**src/dpd_pkg.sv**
```systemverilog
// Shared types, register indexes and saturation helpers for the dual PD drive controller.
`default_nettype none

package dpd_pkg;

  // Field and port widths
  localparam int unsigned DataW  = 32;
  localparam int unsigned GainW  = 31;
  localparam int unsigned DriveW = 33;
  localparam int unsigned CfgIdxW = 3;
  localparam int unsigned ProdW  = 64;

  // Configuration register indexes
  localparam logic [CfgIdxW-1:0] REG_LAT_P_GAIN   = 3'd0;
  localparam logic [CfgIdxW-1:0] REG_LAT_D_GAIN   = 3'd1;
  localparam logic [CfgIdxW-1:0] REG_TURN_P_GAIN  = 3'd2;
  localparam logic [CfgIdxW-1:0] REG_TURN_D_GAIN  = 3'd3;
  localparam logic [CfgIdxW-1:0] REG_DIST_TARGET  = 3'd4;
  localparam logic [CfgIdxW-1:0] REG_HEAD_TARGET  = 3'd5;
  localparam logic [CfgIdxW-1:0] REG_LAT_LIMIT    = 3'd6;
  localparam logic [CfgIdxW-1:0] REG_TURN_LIMIT   = 3'd7;

  // Register reset values
  localparam logic [GainW-1:0] RST_LAT_P_GAIN  = 31'd6553600;
  localparam logic [GainW-1:0] RST_LAT_D_GAIN  = 31'd0;
  localparam logic [GainW-1:0] RST_TURN_P_GAIN = 31'd8520;
  localparam logic [GainW-1:0] RST_TURN_D_GAIN = 31'd6554;
  localparam logic [DataW-1:0] RST_DIST_TARGET = 32'd0;
  localparam logic [DataW-1:0] RST_HEAD_TARGET = 32'd17694720;
  localparam logic [GainW-1:0] RST_LAT_LIMIT   = 31'd393216;
  localparam logic [GainW-1:0] RST_TURN_LIMIT  = 31'd589824;

  // Settle tolerances and counter thresholds
  localparam logic signed [DataW-1:0] CLOSE_TOL    = 32'sd655;
  localparam logic signed [DataW-1:0] TURN_DER_TOL = 32'sd6553;
  localparam logic signed [DataW-1:0] STILL_TOL    = 32'sd327;
  localparam logic [2:0] CLOSE_NEED = 3'd5;
  localparam logic [5:0] STILL_NEED = 6'd35;

  // Load strobes of each pipeline stage, from the pipeline controller
  typedef struct packed {
    logic ld_in;
    logic ld_err;
    logic ld_der;
    logic ld_prod;
    logic ld_term;
    logic ld_pow;
    logic ld_out;
  } pipe_ctrl_t;

  // Saturate a 33-bit signed value to 32 bits.
  function automatic logic signed [DataW-1:0] sat33(input logic signed [DataW:0] v);
    logic signed [DataW-1:0] res;
    if (v[DataW] != v[DataW-1]) begin
      res = v[DataW] ? 32'sh8000_0000 : 32'sh7fff_ffff;
    end else begin
      res = v[DataW-1:0];
    end
    return res;
  endfunction

  // Saturate a 48-bit signed value to 32 bits.
  function automatic logic signed [DataW-1:0] sat48(input logic signed [47:0] v);
    logic signed [DataW-1:0] res;
    if ((&v[47:31]) || !(|v[47:31])) begin
      res = v[DataW-1:0];
    end else begin
      res = v[47] ? 32'sh8000_0000 : 32'sh7fff_ffff;
    end
    return res;
  endfunction

endpackage

`default_nettype wire

```
**src/dpd_err.sv**
```systemverilog
// Error and derivative stages, last-error state and the settle counters.
`default_nettype none

module dpd_err (
  input  wire logic                              clk,
  input  wire logic                              rst_n,
  input  wire dpd_pkg::pipe_ctrl_t               ctrl,
  input  wire logic signed [dpd_pkg::DataW-1:0]  left_s1,
  input  wire logic signed [dpd_pkg::DataW-1:0]  right_s1,
  input  wire logic signed [dpd_pkg::DataW-1:0]  head_s1,
  input  wire logic signed [dpd_pkg::DataW-1:0]  dist_target,
  input  wire logic signed [dpd_pkg::DataW-1:0]  head_target,
  output logic signed [dpd_pkg::DataW-1:0]       derr_s3,
  output logic signed [dpd_pkg::DataW-1:0]       dder_s3,
  output logic signed [dpd_pkg::DataW-1:0]       herr_s3,
  output logic signed [dpd_pkg::DataW-1:0]       hder_s3,
  output logic                                   settled_nxt
);

  logic signed [dpd_pkg::DataW:0]   pos_sum;
  logic signed [dpd_pkg::DataW-1:0] avg;
  logic signed [dpd_pkg::DataW-1:0] derr_c;
  logic signed [dpd_pkg::DataW-1:0] herr_c;
  logic signed [dpd_pkg::DataW-1:0] dder_c;
  logic signed [dpd_pkg::DataW-1:0] hder_c;

  logic signed [dpd_pkg::DataW-1:0] derr2_r;
  logic signed [dpd_pkg::DataW-1:0] herr2_r;
  logic signed [dpd_pkg::DataW-1:0] derr3_r;
  logic signed [dpd_pkg::DataW-1:0] dder3_r;
  logic signed [dpd_pkg::DataW-1:0] herr3_r;
  logic signed [dpd_pkg::DataW-1:0] hder3_r;

  logic signed [dpd_pkg::DataW-1:0] last_derr_r;
  logic signed [dpd_pkg::DataW-1:0] last_herr_r;
  logic [2:0] close_cnt_r;
  logic [2:0] close_cnt_nxt;
  logic [5:0] still_cnt_r;
  logic [5:0] still_cnt_nxt;
  logic       done_r;
  logic       done_nxt;
  logic       close_ok;
  logic       still_ok;

  // Average rotation rounds toward minus infinity; errors saturate.
  assign pos_sum = {left_s1[dpd_pkg::DataW-1], left_s1}
                 + {right_s1[dpd_pkg::DataW-1], right_s1};
  assign avg     = pos_sum[dpd_pkg::DataW:1];
  assign derr_c  = dpd_pkg::sat33({dist_target[dpd_pkg::DataW-1], dist_target}
                                  - {avg[dpd_pkg::DataW-1], avg});
  assign herr_c  = dpd_pkg::sat33({head_target[dpd_pkg::DataW-1], head_target}
                                  - {head_s1[dpd_pkg::DataW-1], head_s1});

  // Derivatives against the error of the previous item.
  assign dder_c = dpd_pkg::sat33({derr2_r[dpd_pkg::DataW-1], derr2_r}
                                 - {last_derr_r[dpd_pkg::DataW-1], last_derr_r});
  assign hder_c = dpd_pkg::sat33({herr2_r[dpd_pkg::DataW-1], herr2_r}
                                 - {last_herr_r[dpd_pkg::DataW-1], last_herr_r});

  always_ff @(posedge clk) begin
    if (ctrl.ld_err) begin
      derr2_r <= derr_c;
      herr2_r <= herr_c;
    end
    if (ctrl.ld_der) begin
      derr3_r <= derr2_r;
      dder3_r <= dder_c;
      herr3_r <= herr2_r;
      hder3_r <= hder_c;
    end
  end

  // Settle counters advance as an item leaves the derivative stage.
  always_comb begin
    close_ok = (derr3_r <= dpd_pkg::CLOSE_TOL) && (derr3_r >= -dpd_pkg::CLOSE_TOL)
            && (hder3_r <= dpd_pkg::TURN_DER_TOL) && (hder3_r >= -dpd_pkg::TURN_DER_TOL);
    still_ok = (dder3_r <= dpd_pkg::STILL_TOL) && (dder3_r >= -dpd_pkg::STILL_TOL);
    if (!close_ok) begin
      close_cnt_nxt = '0;
    end else if (close_cnt_r < dpd_pkg::CLOSE_NEED) begin
      close_cnt_nxt = close_cnt_r + 3'd1;
    end else begin
      close_cnt_nxt = close_cnt_r;
    end
    if (!still_ok) begin
      still_cnt_nxt = '0;
    end else if (still_cnt_r < dpd_pkg::STILL_NEED) begin
      still_cnt_nxt = still_cnt_r + 6'd1;
    end else begin
      still_cnt_nxt = still_cnt_r;
    end
    done_nxt = done_r || (close_cnt_nxt >= dpd_pkg::CLOSE_NEED)
            || (still_cnt_nxt >= dpd_pkg::STILL_NEED);
  end

  // Loop state: last errors, counters and the sticky done flag.
  always_ff @(posedge clk) begin
    if (!rst_n) begin
      last_derr_r <= '0;
      last_herr_r <= '0;
      close_cnt_r <= '0;
      still_cnt_r <= '0;
      done_r      <= 1'b0;
    end else begin
      if (ctrl.ld_der) begin
        last_derr_r <= derr2_r;
        last_herr_r <= herr2_r;
      end
      if (ctrl.ld_prod) begin
        close_cnt_r <= close_cnt_nxt;
        still_cnt_r <= still_cnt_nxt;
        done_r      <= done_nxt;
      end
    end
  end

  assign derr_s3     = derr3_r;
  assign dder_s3     = dder3_r;
  assign herr_s3     = herr3_r;
  assign hder_s3     = hder3_r;
  assign settled_nxt = done_nxt;

endmodule

`default_nettype wire

```
**config.mk**
```make
export PLATFORM = sky130hd
export DESIGN_NAME = dpd_err
export DESIGN_NICKNAME = d
export VERILOG_FILES = /design/src/dpd_pkg.sv /design/src/dpd_err.sv
export SDC_FILE = /design/constraint.sdc
export NUM_CORES = 1
export LEC_CHECK = 0
export CAP_MARGIN = 25
export CORE_MARGIN = 2
export CORE_UTILIZATION = 65
export DETAILED_ROUTE_END_ITERATION = 16
export DONT_BUFFER_PORTS = 1
export GPL_TIMING_DRIVEN = 0
export MAX_ROUTING_LAYER = met4
export PLACE_DENSITY = 0.83
export SETUP_SLACK_MARGIN = 0.4
export SLEW_MARGIN = 5
export SYNTH_ARGS = -nofsm -noshare
export SYNTH_HDL_FRONTEND = slang
export SYNTH_SLANG_ARGS = --single-unit
export TNS_END_PERCENT = 10
```
**constraint.sdc**
```tcl
create_clock -name clk -period 11.05 [get_ports clk]
set_input_delay 1.105 -clock clk [delete_from_list [all_inputs] [get_ports clk]]
set_output_delay 1.105 -clock clk [all_outputs]
set_load 0.02 [all_outputs]
```
==> metrics.yaml <==
grt.total_usage_pct: 30.6
post-cts-setup-buffers: 0
max_cap_viol_count: 0
synth_async_sr_flop_share_pct: 0
fillers: 2200
total_clock_buffers_created_by_cts: 26
critical-path-slowest-cell: "sky130_fd_sc_hd__or4_1"
timing.critical_path.mode_cell: "sky130_fd_sc_hd__a21oi_1"
drt-total-wl_um: 46200
cts_hold_buffers: 0
yosys_warnings: 0
total_area_of_multi_input_combinational_cells_um2: 10700
ir_worst_vdd_v: 0.000113
synth.distinct_cells: 86
chipHeight_um: 174
fp.coreArea_um2: 28500
achievable_freq_ghz: 0.174
final_cell_mix: "199 x sky130_fd_sc_hd__a21oi_1, 192 x sky130_fd_sc_hd__edfxtp_1, 161 x sky130_fd_sc_hd__ha_1"
flow.area_growth_from_synthesis_pct: 7.13
postLayoutSetupSlackWorst_ns: 5.31
maxSlewHeadroom_pct: 30.4
synth_sequential_area_ratio_pct: 38.6
vias_per_cell: 6.27
post-layout-total-power_mw: 4.86
fin_skew_ns: 0.0117
worstSetupStartpoint: "left_s1[2]"
cp.arrival_ns: 6.00
powerDensity_nw_per_um2: 242
fin_setup_tns_ns: 0
layout_commonest_cell: "sky130_fd_sc_hd__a21oi_1"
dominantRegCellSynth: "sky130_fd_sc_hd__edfxtp_1"
detailedPlace.worstSlack_ns: 4.83
synth_enable_flop_cells: 192
critical_path.max_stage_delay_ns: 0.47
crit_path_end_kind: "flip-flop"
synthesis.instances: 1962
tritoncts: "done"
timing.setup.critical_path_class: "input pin to flip-flop"
final_number_of_setup_violating_endpoints: 0
dp_cells: 2346
pin_count_of_the_biggest_net_entering_global_routing: 130
drive_above_1_share_pct: 4.53
buffer_ports.inserted: 0
via_count_of_the_first_global_routing_pass: 14324
r2r_setup_slack_ns: 7.08
register_area_um2: 7250
finalCritPeriodShare_pct: 51.9
power.leakage_nw: 7.91
layout_min_cycle_time_ns: 5.74
syn_nets: 2297
cts-root-buf: "sky130_fd_sc_hd__clkbuf_16"
antenna_left: 0
io_pins: 298
dr.pass1.iters: 5
detail_route.wl_per_cell_um: 19.3
cts.reportedPaths.clkPinSlew_ns: 0.06
antenna_found_initial: 0
tightestPinTransition_ns: 1.03
result_of_the_run: "complete, no violations"
drt_first_iter_violations: 1090
cts_resized: 0
antennaDiodeCount: 0
dp_hpwl_um: 36500
gp_routability_congestion: 0.966
rr_startpoint: "derr2_r[1]$_DFFE_PP_"
cts_num_sinks: 266
hold-path-cell-count: 1
final_max_slew_viol_count: 0
critical_path_required_ns: 11.32
grt_pass1_wl_um: 73700
std_cell_rows: 62
via_count: 14991
critical_path_peak_fanout: 10
dieArea_um2: 30200
grt_overflow_total: 0
rsz0062_at_grt: "no"
synth.ff_latch_count: 266
critical_path.cell_chain: "ha_1 > a21oi_1 > a21boi_0 > or4_1 > nand2_1 > o31ai_1 > a21o_1 > a21o_1 > mux2_2 > a2111oi_0 > ha_1 > a21oi_1 > o211ai_1 > a31o_2 > a31o_2 > o2bb2ai_2 > a221o_1 > buf_4 > nor2_4 > buf_6 > a21oi_1"
crit-reg2reg-capture: "dder_s3[11]$_DFFE_PP_"
fin_cells: 2392
netlist_area_um2: 18800
hold_viol_final: 0
worstSkewPairLatency_ns: 0.53
drcViolationCount: 0
synth.avg_cell_area_um2: 9.56
die-width_um: 174
start_kind: "input pin"
cp-endpoint: "derr2_r[7]$_DFFE_PP_"
floorplan.initialDensity_pct: 65.7
worstRegToRegCells: 12
design.final.nets: 2325
cts_htree_levels: 1
class_of_the_most_critical_hold_timing_path: "flip-flop to flip-flop"
cts-root-to-sink-buffers: 3
[layout make-up]
class / count / share of cell area, %
multi-input combinational: 1494 / 53.3
sequential: 266 / 36.0
clock buffer: 37 / 3.65
inverter: 140 / 2.61
tap: 384 / 2.39
buffer: 62 / 1.37
clock inverter: 9 / 0.622
[metal layers]
layer	GRT usage (%)	share of wire (%)	wire length [um]
met1	40.9	44	20300
met2	49.8	46	21500
met3	5.25	7.9	3630
met4	5.92	1.6	752
met5	-	0	0
[logic make-up after synthesis]
kind of cell / synth area share, %
XOR/XNOR: 6.25
AND/OR/NAND/NOR: 13.8
multiplexers: 3.53
adder cells (fa/ha/maj): 12.5
buffers and inverters: 4.27
flip-flops: 38.6
AO/OA/AOI/OAI: 21.0
[sequential cells by signal, summed over array words and instances (netlist names)]
register	flops
done_r	1
close_cnt_r	3
still_cnt_r	6
herr2_r	32
dder_s3	32
hder_s3	32
derr_s3	32
derr2_r	32
last_derr_r	32
herr_s3	32
last_herr_r	32
[synthesized netlist by cell type (all sizes together), types with 6 or more instances]
master	instances	area, um2
o31a	8	70.1
xnor2	73	647
a211oi	20	150
nor2	93	357
and3	11	68.8
or2	10	62.6
nor4	26	163
a311oi	6	52.6
mux2i	65	651
nand4	34	213
buf	22	125
a31o	6	52.6
a21oi	199	996
o31ai	13	103
a21o	64	480
nand2	100	383
nand2b	38	238
nand3	39	195
a2111oi	10	93.8
o211ai	14	105
o21ai	141	739
ha	161	2010
edfxtp	192	5770
maj3	23	230
o21a	27	203
dfxtp	74	1480
inv	140	526
clkbuf	40	150
nor2b	90	563
nor3	27	140
or3	7	43.8
a31oi	18	128
xor2	57	526
o21bai	27	203
[worst max-delay path, delay by kind of cell]
| family | cells | cell delay (ns) |
|---|---|---|
| buffers and inverters | 2 | 0.39 |
| and+or+nand+nor | 3 | 0.85 |
| AOI/OAI and AO/OA | 13 | 2.68 |
| muxes | 1 | 0.28 |
| adders and majority gates | 2 | 0.70 |
[through the flow]
| stage | hold WS, ns | cell area [um2] | utilization (%) |
|---|---|---|---|
| after detailed placement | 0.458 | 19200 | 67.4 |
| after CTS | 0.472 | 20100 | 70.4 |
| after global placement | 0.438 | 19200 | 67.4 |
| final | 0.471 | 20100 | 70.4 |
| after floorplan | 0.432 | 18800 | - |
| after global routing | 0.486 | 20100 | 70.4 |
[report_power, final]
group	leakage, nW	switching (mW)	internal (mW)
Combinational	5.03	1.17	0.839
Clock	0.408	0.360	0.530
Sequential	2.47	0.470	1.49
Total	7.91	2.00	2.86
[worst min path at each step]
stage,start,endpoint,slack [ns]
floorplan,done_r$_SDFFE_PN0P_,done_r$_SDFFE_PN0P_,0.43
global placement,done_r$_SDFFE_PN0P_,done_r$_SDFFE_PN0P_,0.44
detailed placement,done_r$_SDFFE_PN0P_,done_r$_SDFFE_PN0P_,0.46
CTS,done_r$_SDFFE_PN0P_,done_r$_SDFFE_PN0P_,0.47
global route,done_r$_SDFFE_PN0P_,done_r$_SDFFE_PN0P_,0.49
finish,done_r$_SDFFE_PN0P_,done_r$_SDFFE_PN0P_,0.47
Note: power is estimated with default switching activity, not from simulation.
