--- src/dpd_pkg.sv ---
// Shared types, register indexes and saturation helpers for the dual PD drive controller.
`default_nettype none

package dpd_pkg;

  // Field and port widths
  localparam int unsigned DataW  = 32;
  localparam int unsigned GainW  = 31;
  localparam int unsigned DriveW = 33;
  localparam int unsigned CfgIdxW = 3;
  localparam int unsigned ProdW  = 64;

  // Configuration register indexes
  localparam logic [CfgIdxW-1:0] REG_LAT_P_GAIN   = 3'd0;
  localparam logic [CfgIdxW-1:0] REG_LAT_D_GAIN   = 3'd1;
  localparam logic [CfgIdxW-1:0] REG_TURN_P_GAIN  = 3'd2;
  localparam logic [CfgIdxW-1:0] REG_TURN_D_GAIN  = 3'd3;
  localparam logic [CfgIdxW-1:0] REG_DIST_TARGET  = 3'd4;
  localparam logic [CfgIdxW-1:0] REG_HEAD_TARGET  = 3'd5;
  localparam logic [CfgIdxW-1:0] REG_LAT_LIMIT    = 3'd6;
  localparam logic [CfgIdxW-1:0] REG_TURN_LIMIT   = 3'd7;

  // Register reset values
  localparam logic [GainW-1:0] RST_LAT_P_GAIN  = 31'd6553600;
  localparam logic [GainW-1:0] RST_LAT_D_GAIN  = 31'd0;
  localparam logic [GainW-1:0] RST_TURN_P_GAIN = 31'd8520;
  localparam logic [GainW-1:0] RST_TURN_D_GAIN = 31'd6554;
  localparam logic [DataW-1:0] RST_DIST_TARGET = 32'd0;
  localparam logic [DataW-1:0] RST_HEAD_TARGET = 32'd17694720;
  localparam logic [GainW-1:0] RST_LAT_LIMIT   = 31'd393216;
  localparam logic [GainW-1:0] RST_TURN_LIMIT  = 31'd589824;

  // Settle tolerances and counter thresholds
  localparam logic signed [DataW-1:0] CLOSE_TOL    = 32'sd655;
  localparam logic signed [DataW-1:0] TURN_DER_TOL = 32'sd6553;
  localparam logic signed [DataW-1:0] STILL_TOL    = 32'sd327;
  localparam logic [2:0] CLOSE_NEED = 3'd5;
  localparam logic [5:0] STILL_NEED = 6'd35;

  // Load strobes of each pipeline stage, from the pipeline controller
  typedef struct packed {
    logic ld_in;
    logic ld_err;
    logic ld_der;
    logic ld_prod;
    logic ld_term;
    logic ld_pow;
    logic ld_out;
  } pipe_ctrl_t;

  // Saturate a 33-bit signed value to 32 bits.
  function automatic logic signed [DataW-1:0] sat33(input logic signed [DataW:0] v);
    logic signed [DataW-1:0] res;
    if (v[DataW] != v[DataW-1]) begin
      res = v[DataW] ? 32'sh8000_0000 : 32'sh7fff_ffff;
    end else begin
      res = v[DataW-1:0];
    end
    return res;
  endfunction

  // Saturate a 48-bit signed value to 32 bits.
  function automatic logic signed [DataW-1:0] sat48(input logic signed [47:0] v);
    logic signed [DataW-1:0] res;
    if ((&v[47:31]) || !(|v[47:31])) begin
      res = v[DataW-1:0];
    end else begin
      res = v[47] ? 32'sh8000_0000 : 32'sh7fff_ffff;
    end
    return res;
  endfunction

endpackage

`default_nettype wire

--- src/dpd_pipe_ctrl.sv ---
// Pipeline valid tracking and per-stage load strobes with bubble collapsing.
`default_nettype none

module dpd_pipe_ctrl (
  input  wire logic              clk,
  input  wire logic              rst_n,
  input  wire logic              in_valid,
  output logic                   in_stall,
  output logic                   out_valid,
  input  wire logic              out_stall,
  output dpd_pkg::pipe_ctrl_t    ctrl
);

  localparam int unsigned NStages = 7;

  logic [NStages:1] vld_r;
  logic [NStages:1] vld_nxt;
  logic [NStages:1] free;
  logic [NStages:1] load;

  // A stage can take a new item when it is empty or its item moves on.
  always_comb begin
    free[NStages] = !vld_r[NStages] || !out_stall;
    for (int k = NStages - 1; k >= 1; k--) begin
      free[k] = !vld_r[k] || free[k+1];
    end
    load[1] = in_valid && free[1];
    for (int k = 2; k <= NStages; k++) begin
      load[k] = vld_r[k-1] && free[k];
    end
  end

  // Valid bits follow the loads and the drains.
  always_comb begin
    for (int k = 1; k < NStages; k++) begin
      vld_nxt[k] = load[k] || (vld_r[k] && !load[k+1]);
    end
    vld_nxt[NStages] = load[NStages] || (vld_r[NStages] && out_stall);
  end

  always_ff @(posedge clk) begin
    if (!rst_n) begin
      vld_r <= '0;
    end else begin
      vld_r <= vld_nxt;
    end
  end

  assign in_stall     = !free[1];
  assign out_valid    = vld_r[NStages];
  assign ctrl.ld_in   = load[1];
  assign ctrl.ld_err  = load[2];
  assign ctrl.ld_der  = load[3];
  assign ctrl.ld_prod = load[4];
  assign ctrl.ld_term = load[5];
  assign ctrl.ld_pow  = load[6];
  assign ctrl.ld_out  = load[7];

endmodule

`default_nettype wire

--- config.mk ---
export PLATFORM = sky130hd
export DESIGN_NAME = dpd_pipe_ctrl
export DESIGN_NICKNAME = d
export VERILOG_FILES = /design/src/dpd_pkg.sv /design/src/dpd_pipe_ctrl.sv
export SDC_FILE = /design/constraint.sdc
export NUM_CORES = 1
export LEC_CHECK = 0
export BUFFER_PORTS_ARGS = -buffer_cell sky130_fd_sc_hd__clkbuf_2
export CELL_PAD_IN_SITES_DETAIL_PLACEMENT = 1
export CELL_PAD_IN_SITES_GLOBAL_PLACEMENT = 1
export CORE_AREA = 10 10 47 49
export CTS_BUF_LIST = sky130_fd_sc_hd__clkbuf_4 sky130_fd_sc_hd__clkbuf_8
export DETAILED_ROUTE_END_ITERATION = 7
export DIE_AREA = 0 0 57 59
export PLACE_DENSITY_LB_ADDON = 0.1
export SYNTH_ARGS = -nofsm -noshare
export SYNTH_HDL_FRONTEND = slang
export SYNTH_SLANG_ARGS = --single-unit
--- constraint.sdc ---
create_clock -name clk -period 2.4 [get_ports clk]
set_input_delay 0.6 -clock clk [delete_from_list [all_inputs] [get_ports clk]]
set_output_delay 0.6 -clock clk [all_outputs]
set_load 0.02 [all_outputs]
==> out/metrics.sh, run 1 <==
RUN_STATUS='complete, no violations'
SYNTH_EDF_COUNT=0
FMAX_MHz=509
MET1_USAGE_PCT=5.25
MAPPEDNETLISTAREA_UM2=322
PLACE_WORST_SETUP_SLACK_NS=0.421
OVERFLOW=0
DP_HPWL_UM=691
REGMOSTFLOPS='vld_r'
SETUP_VIOLATIONS=0
POST-CTS-SETUP-BUFFER-COUNT=0
DESIGN_AREA_UM2=432
WORST_EP_ARRIVAL_TIME_NS=1.36
GP_CONGESTION=0.726
CTS-HTREE-LEVELS=1
SEQUENTIAL_CELL_AREA_UM2=140
SYNTH_TOP_FAMILY_BY_AREA='simple AND/OR/NAND/NOR gates'
PLACEMENT_ROWS=14
DR.FIRST_ITER.DRC_COUNT=1
CP_MAX_STAGE_CELL='sky130_fd_sc_hd__nor2_1'
SYNTHSIMPLEGATEAREAFRAC_PCT=33.5
CRITPATHCAPTURE='ctrl[5]'
POSTROUTEANTENNANETS=0
CP_DATA_REQUIRED_TIME_NS=1.80
FINAL_HOLD_VIOL_COUNT=0
DIE_WIDTH_UM=57
DPL-INSTANCE-AREA_UM2=402
SYNTHESIS.INSTANCES=33
SYNTHESIZED_AREA_PER_CELL_UM2=9.74
POST_SYNTH_MUX_AREA_SHARE_PCT=0
DPL.CELL_COUNT=61
SYNTH_CELL_TYPES=15
SYNTH_COMPOUND_AREA_SHARE_PCT=21.8
CORE_REGION_AREA_UM2=1400
WORSTSETUPSTARTPOINT='out_stall'
CTSLONGESTPATHBUFFERS=2
CLK_TRANSITION_REPORTED_PATHS_NS=0.05
INSERTION_DELAY_TO_THE_LATER_SINK_OF_THE_WORST_SKEW_PAIR_NS=0.24
DESIGN.FINAL.NETS=54
PATH_CLASS='in2out'
ANTENNA_VIOLATIONS_BEFORE_REPAIR=0
AREA_DELTA_SYNTH_FINAL_PCT=34.2
DRT-VIAS-PER-INSTANCE=4.54
FINALWIRELENGTH_UM=835
WIRE_LENGTH_OF_THE_FIRST_GLOBAL_ROUTING_PASS_MM=1.48
GLOBAL_ROUTE.USAGE.TOTAL_PCT=5.67
POWER_DENSITY_nW_PER_UM2=595
TIMING.REG2REG.WORST_PATH_DEPTH=3
CTS_REPAIR_RESIZE_COUNT=0
POWER.LEAKAGE_nW=0.195
POST-ROUTE-PERIOD-UTIL_PCT=81.8
DIEAREA_UM2=3360
CTS_MADE_BUFFERS=3
SYNTH_ADDER_AREA_SHARE_PCT=0
SETUP.WORST_PATH.START_CLASS='input pin'
LAYOUT.FILLER_CELLS=181
POST_DRT_WL_PER_CELL_UM=12.8
DRTPASS1ITERATIONS=3
DIE_H_UM=59
HOLDCRITPATHCLASS='reg2reg'
YS_DOMINANT_REG_CELL='sky130_fd_sc_hd__dfxtp_1'
TIMING.CRITICAL_PATH.FANOUT_MAX=5
WORST_R2R_STARTPOINT='vld_r[7]'
GR-USAGE-MET2_PCT=9.61
WORST_SLEW_MARGIN_REL_PCT=84.3
DIODE_INSERTION_COUNT_FOR_ANTENNA_REPAIR=0
GRT.MET3_USAGE_PCT=2.79
LAYOUT_TOP_REGISTERS='vld_r x7'
YOSYSWARNINGS=0
SLEW_VIOL_FINAL=0
LARGEST_NET_DEGREE_AT_THE_START_OF_GLOBAL_ROUTING=9
PATH_CELLS='clkbuf_2 > nand4_4 > nor2_1 > a21boi_1 > clkbuf_2'
TIMING.CRITICAL_PATH.MODE_CELL='sky130_fd_sc_hd__clkbuf_2'
FINAL_PERIOD_MINUS_WORST_SETUP_SLACK_NS=1.96
GRT_SETUP_UNREPAIRED='no'
CLOCK_TREE.ROOT_CELL='sky130_fd_sc_hd__clkbuf_4'
TIMING.SETUP.TNS_NS=0
POST_ROUTE_CELLS_DRIVE_ABOVE_1_SHARE_PCT=36.7
FIN_WS_NS=0.436
TRITONCTS_CLOCK_TREE='built'
DR_TOTAL_VIAS=295
TRITONCTS_NUM_SINKS=7
IO_PINS=13
SYNTH_XOR_AREA_SHARE_PCT=0
FINAL.SETUP_SKEW_NS=0.00177
FIRST_GLOBAL_VIAS=336
INITIAL_UTILIZATION_PCT=22.9
SYNTH.YOSYS.SEQ_AREA_SHARE_PCT=43.6
END_OF_THE_WORST_REGISTER_TO_REGISTER_PATH='vld_r[1]'
SYNTH_SEQ_CELLS=7
CP-END-KIND='output port'
TIMING.CRITICAL_PATH.BUF_INV=2
MAPPEDNETLISTNETS=37
CRITICAL-PATH-TOP-DELAY-FAMILY='simple AND/OR/NAND/NOR gates'
PORT_BUFFERS=12
WORST_SETUP_SLACK_FOR_REGISTER_TO_REGISTER_PATHS_NS=1.37
IR_DROP_mV=0.196
MULTIINPUTGATEAREA_UM2=178
ASYNC_FLOP_SHARE_PCT=0
MAX_CAP_VIOLATIONS=0
REMAINING_DRC_ERRORS=0
WORSTMARGINPINSLEW_NS=0.236
INSTANCES_NO_FILL=65
CTS-HOLD-FIX-BUFFERS=0
GRT-BUSIEST-LAYER='met2'
MAXIMUM_SINGLE_STAGE_DELAY_ON_THE_CRITICAL_PATH_NS=0.21
LARGEST_REGISTER_FFS=7
CRITICAL_PATH_CELL_COUNT=5
worst min path at each step:
stage                         from  endpoint  slack (ns)  cells past startpoint
final                     vld_r[1]  vld_r[2]        0.48                      2
after global routing      vld_r[1]  vld_r[2]        0.53                      2
after CTS                 vld_r[1]  vld_r[2]        0.49                      2
after detailed placement  vld_r[1]  vld_r[2]        0.48                      2
after global placement    vld_r[1]  vld_r[2]        0.47                      2
after floorplan           vld_r[1]  vld_r[2]        0.44                      2
cell families after synthesis:
kind of cell           after synthesis
flip-flops                           7
buffers and inverters                1
AND/OR/NAND/NOR                     15
AO/OA/AOI/OAI                       10
synthesized netlist by cell type, types with 2 or more instances:
cell type	n	area, µm²
sky130_fd_sc_hd__and2_1	2	12.5
sky130_fd_sc_hd__a21oi_1	2	10.0
sky130_fd_sc_hd__nor2b_1	4	25.0
sky130_fd_sc_hd__nand2_1	4	15.0
sky130_fd_sc_hd__dfxtp_1	7	140
sky130_fd_sc_hd__a21boi_0	3	22.5
sky130_fd_sc_hd__o21a_1	3	22.5
worst register-to-register path, cell delays in order, from the launching register on:
cell and delay, ns:
sky130_fd_sc_hd__dfxtp_1 0.44, sky130_fd_sc_hd__nand4_4 0.17, sky130_fd_sc_hd__nor3_4 0.23, sky130_fd_sc_hd__o21a_1 0.13
power by group:
group          switching [W]  total [W]  internal, W
sequential        0.00000255   0.000122     0.000119
combinational      0.0000115  0.0000195   0.00000803
clock              0.0000411   0.000116    0.0000746
total              0.0000552   0.000257     0.000202
cell type report:
type | instances | area share, %
timing repair buffer | 12 | 13.9
clock buffer | 4 | 6.96
tap | 16 | 4.64
multi-input combinational | 25 | 41.2
sequential | 7 | 32.5
inverter | 1 | 0.870
layout by cell type, fill, tap and decap left out:
cell / n
sky130_fd_sc_hd__clkbuf_2: 12
sky130_fd_sc_hd__dfxtp_1: 7
sky130_fd_sc_hd__nand2_1: 4
sky130_fd_sc_hd__nor2b_1: 4
sky130_fd_sc_hd__clkbuf_4: 4
sky130_fd_sc_hd__a21boi_0: 3
sky130_fd_sc_hd__o21a_1: 3
sky130_fd_sc_hd__and2_1: 2
sky130_fd_sc_hd__a21oi_1: 2
sky130_fd_sc_hd__nand4_4: 1
sky130_fd_sc_hd__nor3_4: 1
sky130_fd_sc_hd__nor2_1: 1
sky130_fd_sc_hd__a21boi_1: 1
sky130_fd_sc_hd__and4_1: 1
sky130_fd_sc_hd__nand3_1: 1
sky130_fd_sc_hd__o31ai_1: 1
sky130_fd_sc_hd__inv_1: 1
per-stage QoR:
stage	power [W]	util (%)	hold slack, ns
after global placement	0.000143	28.7	0.472
after floorplan	0.000134	-	0.438
after detailed placement	0.000144	28.7	0.481
after CTS	0.000260	30.8	0.495
after global routing	0.000272	30.8	0.526
final	0.000257	30.8	0.481
routing by layer:
metal  part of all wire [%]  vias to the layer above
li1                       -                      151
met5                      0                        -
met4                    1.6                        0
met2                     48                        9
met1                     43                      133
met3                    7.4                        2
Power figures use the tool's default switching activity.
==> inputs of run 2 (changes only) <==
==> constraint.sdc (replaced) <==
create_clock -name clk -period 1.75 [get_ports clk]
set_input_delay 0.4375 -clock clk [delete_from_list [all_inputs] [get_ports clk]]
set_output_delay 0.4375 -clock clk [all_outputs]
set_load 0.02 [all_outputs]
==> run 2 against run 1 <==
  * Register-to-register slack lost 0.55 ns
  * Clock skew is essentially flat
  * Critical path depth shrank 1
  * Worst hold slack lost 0.066 ns
  * Sequential share of layout area grew 0.21 points
  * First-iteration DRC count grew to 7.0 times the previous value
  * Wire length shrank 0.72%
  * Sequential power grew 37%
  * Utilization grew 0.63 points
  * Via count grew 2.7%
  * Die area is the same
  * Combinational power grew 36%
  * Largest power group unchanged
  * Highest routed layer unchanged
==> out/metrics.sh, run 2 (synthesis gave the netlist of run 1 again) <==
DIE_H_UM=59  # unchanged
SEQPWRFRAC_PCT=47.1  # was 47.3%
RUN_STATUS='complete, no violations'  # unchanged
POSTROUTEANTENNANETS=0  # unchanged
INITIAL_UTILIZATION_PCT=22.9  # unchanged
POST_ROUTE_CELLS_DRIVE_ABOVE_1_SHARE_PCT=46.9  # was 36.7%
CLOCK_TREE.ROOT_CELL='sky130_fd_sc_hd__clkbuf_4'  # unchanged
COMMONEST_NON_FILL_NON_TAP_CELL_IN_THE_LAYOUT='sky130_fd_sc_hd__clkbuf_2'  # unchanged
DIE_WIDTH_UM=57  # unchanged
CELLINTERNALPOWER_W=0.000277  # was 0.000202 W
FINAL.SETUP_SKEW_NS=0.00152  # was 0.00177 ns
CTS-HTREE-LEVELS=1  # unchanged
OVERFLOW=0  # unchanged
FINAL_PERIOD_MINUS_WORST_SETUP_SLACK_NS=1.65
CTS_MADE_BUFFERS=3  # unchanged
WORSTMARGINPINSLEW_NS=0.183  # was 0.236 ns
MOST-COMMON-LAYOUT-CELLS='sky130_fd_sc_hd__clkbuf_2 (12), sky130_fd_sc_hd__nor2b_1 (4), sky130_fd_sc_hd__clkbuf_4 (4), sky130_fd_sc_hd__dfxtp_1 (4)'  # was sky130_fd_sc_hd__clkbuf_2 (12), sky130_fd_sc_hd__dfxtp_1 (7), sky130_fd_sc_hd__nand2_1 (4), sky130_fd_sc_hd__nor2b_1 (4), sky130_fd_sc_hd__clkbuf_4 (4)
CLK_TRANSITION_REPORTED_PATHS_NS=0.05  # about the same
WORST_SLEW_MARGIN_REL_PCT=87.7  # was 84.3%
MULTIINPUTGATEAREA_UM2=183  # was 178 µm²
DRTPASS1ITERATIONS=3  # unchanged
ANTENNA_VIOLATIONS_BEFORE_REPAIR=0  # unchanged
FINAL_CORE_UTILIZATION_PCT=31.4  # was 30.8%
POWER.LEAKAGE_nW=0.197  # was 0.195 nW
DRT-VIAS-PER-INSTANCE=4.66  # was 4.54
CLOCK_SHARE_OF_POWER_PCT=45.3  # was 45.1%
GLOBAL_ROUTE.USAGE.TOTAL_PCT=5.71  # was 5.67%
POWER_SWITCHING_W=0.0000774  # was 0.0000552 W
SEQUENTIAL_CELL_AREA_UM2=144  # was 140 µm²
AREA_DELTA_SYNTH_FINAL_PCT=37.0  # was 34.2%
SETUP_VIOLATIONS=0  # unchanged
FINAL_HOLD_VIOL_COUNT=0  # unchanged
SLEW_VIOL_FINAL=0  # unchanged
TRITONCTS_CLOCK_TREE='built'  # unchanged
DIODE_INSERTION_COUNT_FOR_ANTENNA_REPAIR=0  # unchanged
PATH_CLASS='reg2out'  # was in2out
POST-ROUTE-PERIOD-UTIL_PCT=94.2
DR.FIRST_ITER.DRC_COUNT=7  # was 1
DESIGN.FINAL.NETS=54  # unchanged
DR_TOTAL_VIAS=303  # was 295
POWER_DENSITY_nW_PER_UM2=804  # was 595 nW/µm²
CP-END-KIND='output port'  # unchanged
CP_DATA_REQUIRED_TIME_NS=1.31  # was 1.80 ns
TIMING.CRITICAL_PATH.FANOUT_MAX=5  # unchanged
LAYOUT_TOP_REGISTERS='vld_r x7'  # unchanged
TRITONCTS_NUM_SINKS=7  # unchanged
CTSLONGESTPATHBUFFERS=2  # unchanged
LAYOUT.FILLER_CELLS=184  # was 181
LARGEST_REGISTER_FFS=7  # unchanged
MAX_CAP_VIOLATIONS=0  # unchanged
IO_PINS=13  # unchanged
POST_DRT_WL_PER_CELL_UM=12.8  # about the same
DP_HPWL_UM=691  # about the same
CORE_REGION_AREA_UM2=1400  # unchanged
WORST_EP_ARRIVAL_TIME_NS=1.21  # was 1.36 ns
INSERTION_DELAY_TO_THE_LATER_SINK_OF_THE_WORST_SKEW_PAIR_NS=0.25  # was 0.24 ns
DIEAREA_UM2=3360  # unchanged
DESIGN_AREA_UM2=440  # was 432 µm²
FIRST_GLOBAL_VIAS=339  # was 336
DPL-INSTANCE-AREA_UM2=402  # unchanged
LARGEST_NET_DEGREE_AT_THE_START_OF_GLOBAL_ROUTING=9  # unchanged
SHARE_COMB_OF_TOTAL_POWER_PCT=7.5  # was 7.6%
TIMING.SETUP.TNS_NS=0  # unchanged
POST-CTS-SETUP-BUFFER-COUNT=0  # unchanged
REMAINING_DRC_ERRORS=0  # unchanged
IR_DROP_mV=0.274  # was 0.196 mV
GP_CONGESTION=0.735  # was 0.726
GRT_SETUP_UNREPAIRED='no'  # unchanged
HOLDCRITPATHCLASS='in2reg'  # was reg2reg
SETUP.WORST_PATH.START_CLASS='flop'  # was input pin
FINALWIRELENGTH_UM=829  # was 835 µm
FMAX_MHz=607
REGMOSTFLOPS='vld_r'  # unchanged
WIRE_LENGTH_OF_THE_FIRST_GLOBAL_ROUTING_PASS_MM=1.52  # was 1.48 mm
SWITCHING_SHARE_PCT=21.9  # was 21.5%
PORT_BUFFERS=12  # unchanged
PLACEMENT_ROWS=14  # unchanged
-- run 2: cell counts in the layout (fill, tap and decap cells not counted) --
No cell type changed its count.
-- run 2: what timing repair did --
| item | 4_1_cts | 5_1_grt |
|---|---|---|
| resized for setup | 3 | 2 |
| endpoints found under the setup margin | 4 | 3 |
| hold buffers | 0 | 0 |
| endpoints found under the hold margin | 0 | 0 |
| pin swaps | 0 | 1 |
-- run 2: through the flow --
step | instances | setup WS [ns] | hold WS, ns | power [W]
2_1_floorplan | 33 | 0.122 | 0.438 | 0.000183
3_3_place_gp | 61 | 0.131 | 0.470 | 0.000196
6_report | 65 | 0.102 | 0.415 | 0.000354
3_5_place_dp | 61 | 0.107 | 0.473 | 0.000197
4_1_cts | 65 | 0.0271 | 0.409 | 0.000363
5_1_grt | 65 | 0.000968 | 0.408 | 0.000375
-- run 2: critical path: stages (launching register included) --
cell and delay, ns:
sky130_fd_sc_hd__dfxtp_2 0.38, sky130_fd_sc_hd__nand4_4 0.15, sky130_fd_sc_hd__nor2_2 0.18, sky130_fd_sc_hd__a21boi_1 0.08, sky130_fd_sc_hd__clkbuf_2 0.16
-- run 2: worst paths after layout --
kind                 start        to  slack [ns]  cells past startpoint
setup / recovery  vld_r[6]   ctrl[5]        0.10                      4
hold / removal    in_valid  vld_r[1]        0.42                      2
setup reg to reg  vld_r[6]  vld_r[4]        0.82                      3
hold reg to reg   vld_r[1]  vld_r[2]        0.47                      2
-- run 2: cell type report --
cell class / instances / share of cell area, %
timing repair buffer: 12 / 13.6
inverter: 1 / 0.852
tap: 16 / 4.55
multi-input combinational: 25 / 41.5
sequential: 7 / 32.7
clock buffer: 4 / 6.82
-- run 2: power by group through the flow --
stage / sequential [W] / combinational (W) / clock, W
2_1_floorplan: 0.000169 / 0.0000142 / 0
4_1_cts: 0.000167 / 0.0000273 / 0.000169
5_1_grt: 0.000167 / 0.0000294 / 0.000179
3_3_place_gp: 0.000170 / 0.0000265 / 0
6_report: 0.000167 / 0.0000266 / 0.000161
3_5_place_dp: 0.000170 / 0.0000272 / 0
-- run 2: layer usage --
| layer | track usage [%] | wire length [µm] | vias up |
|---|---|---|---|
| met2 | 9.46 | 398 | 11 |
| met3 | 3.22 | 64 | 4 |
| met4 | 4.03 | 19 | 0 |
| met5 | 0 | 0 | - |
| met1 | 5.25 | 347 | 142 |
| li1 | - | - | 146 |
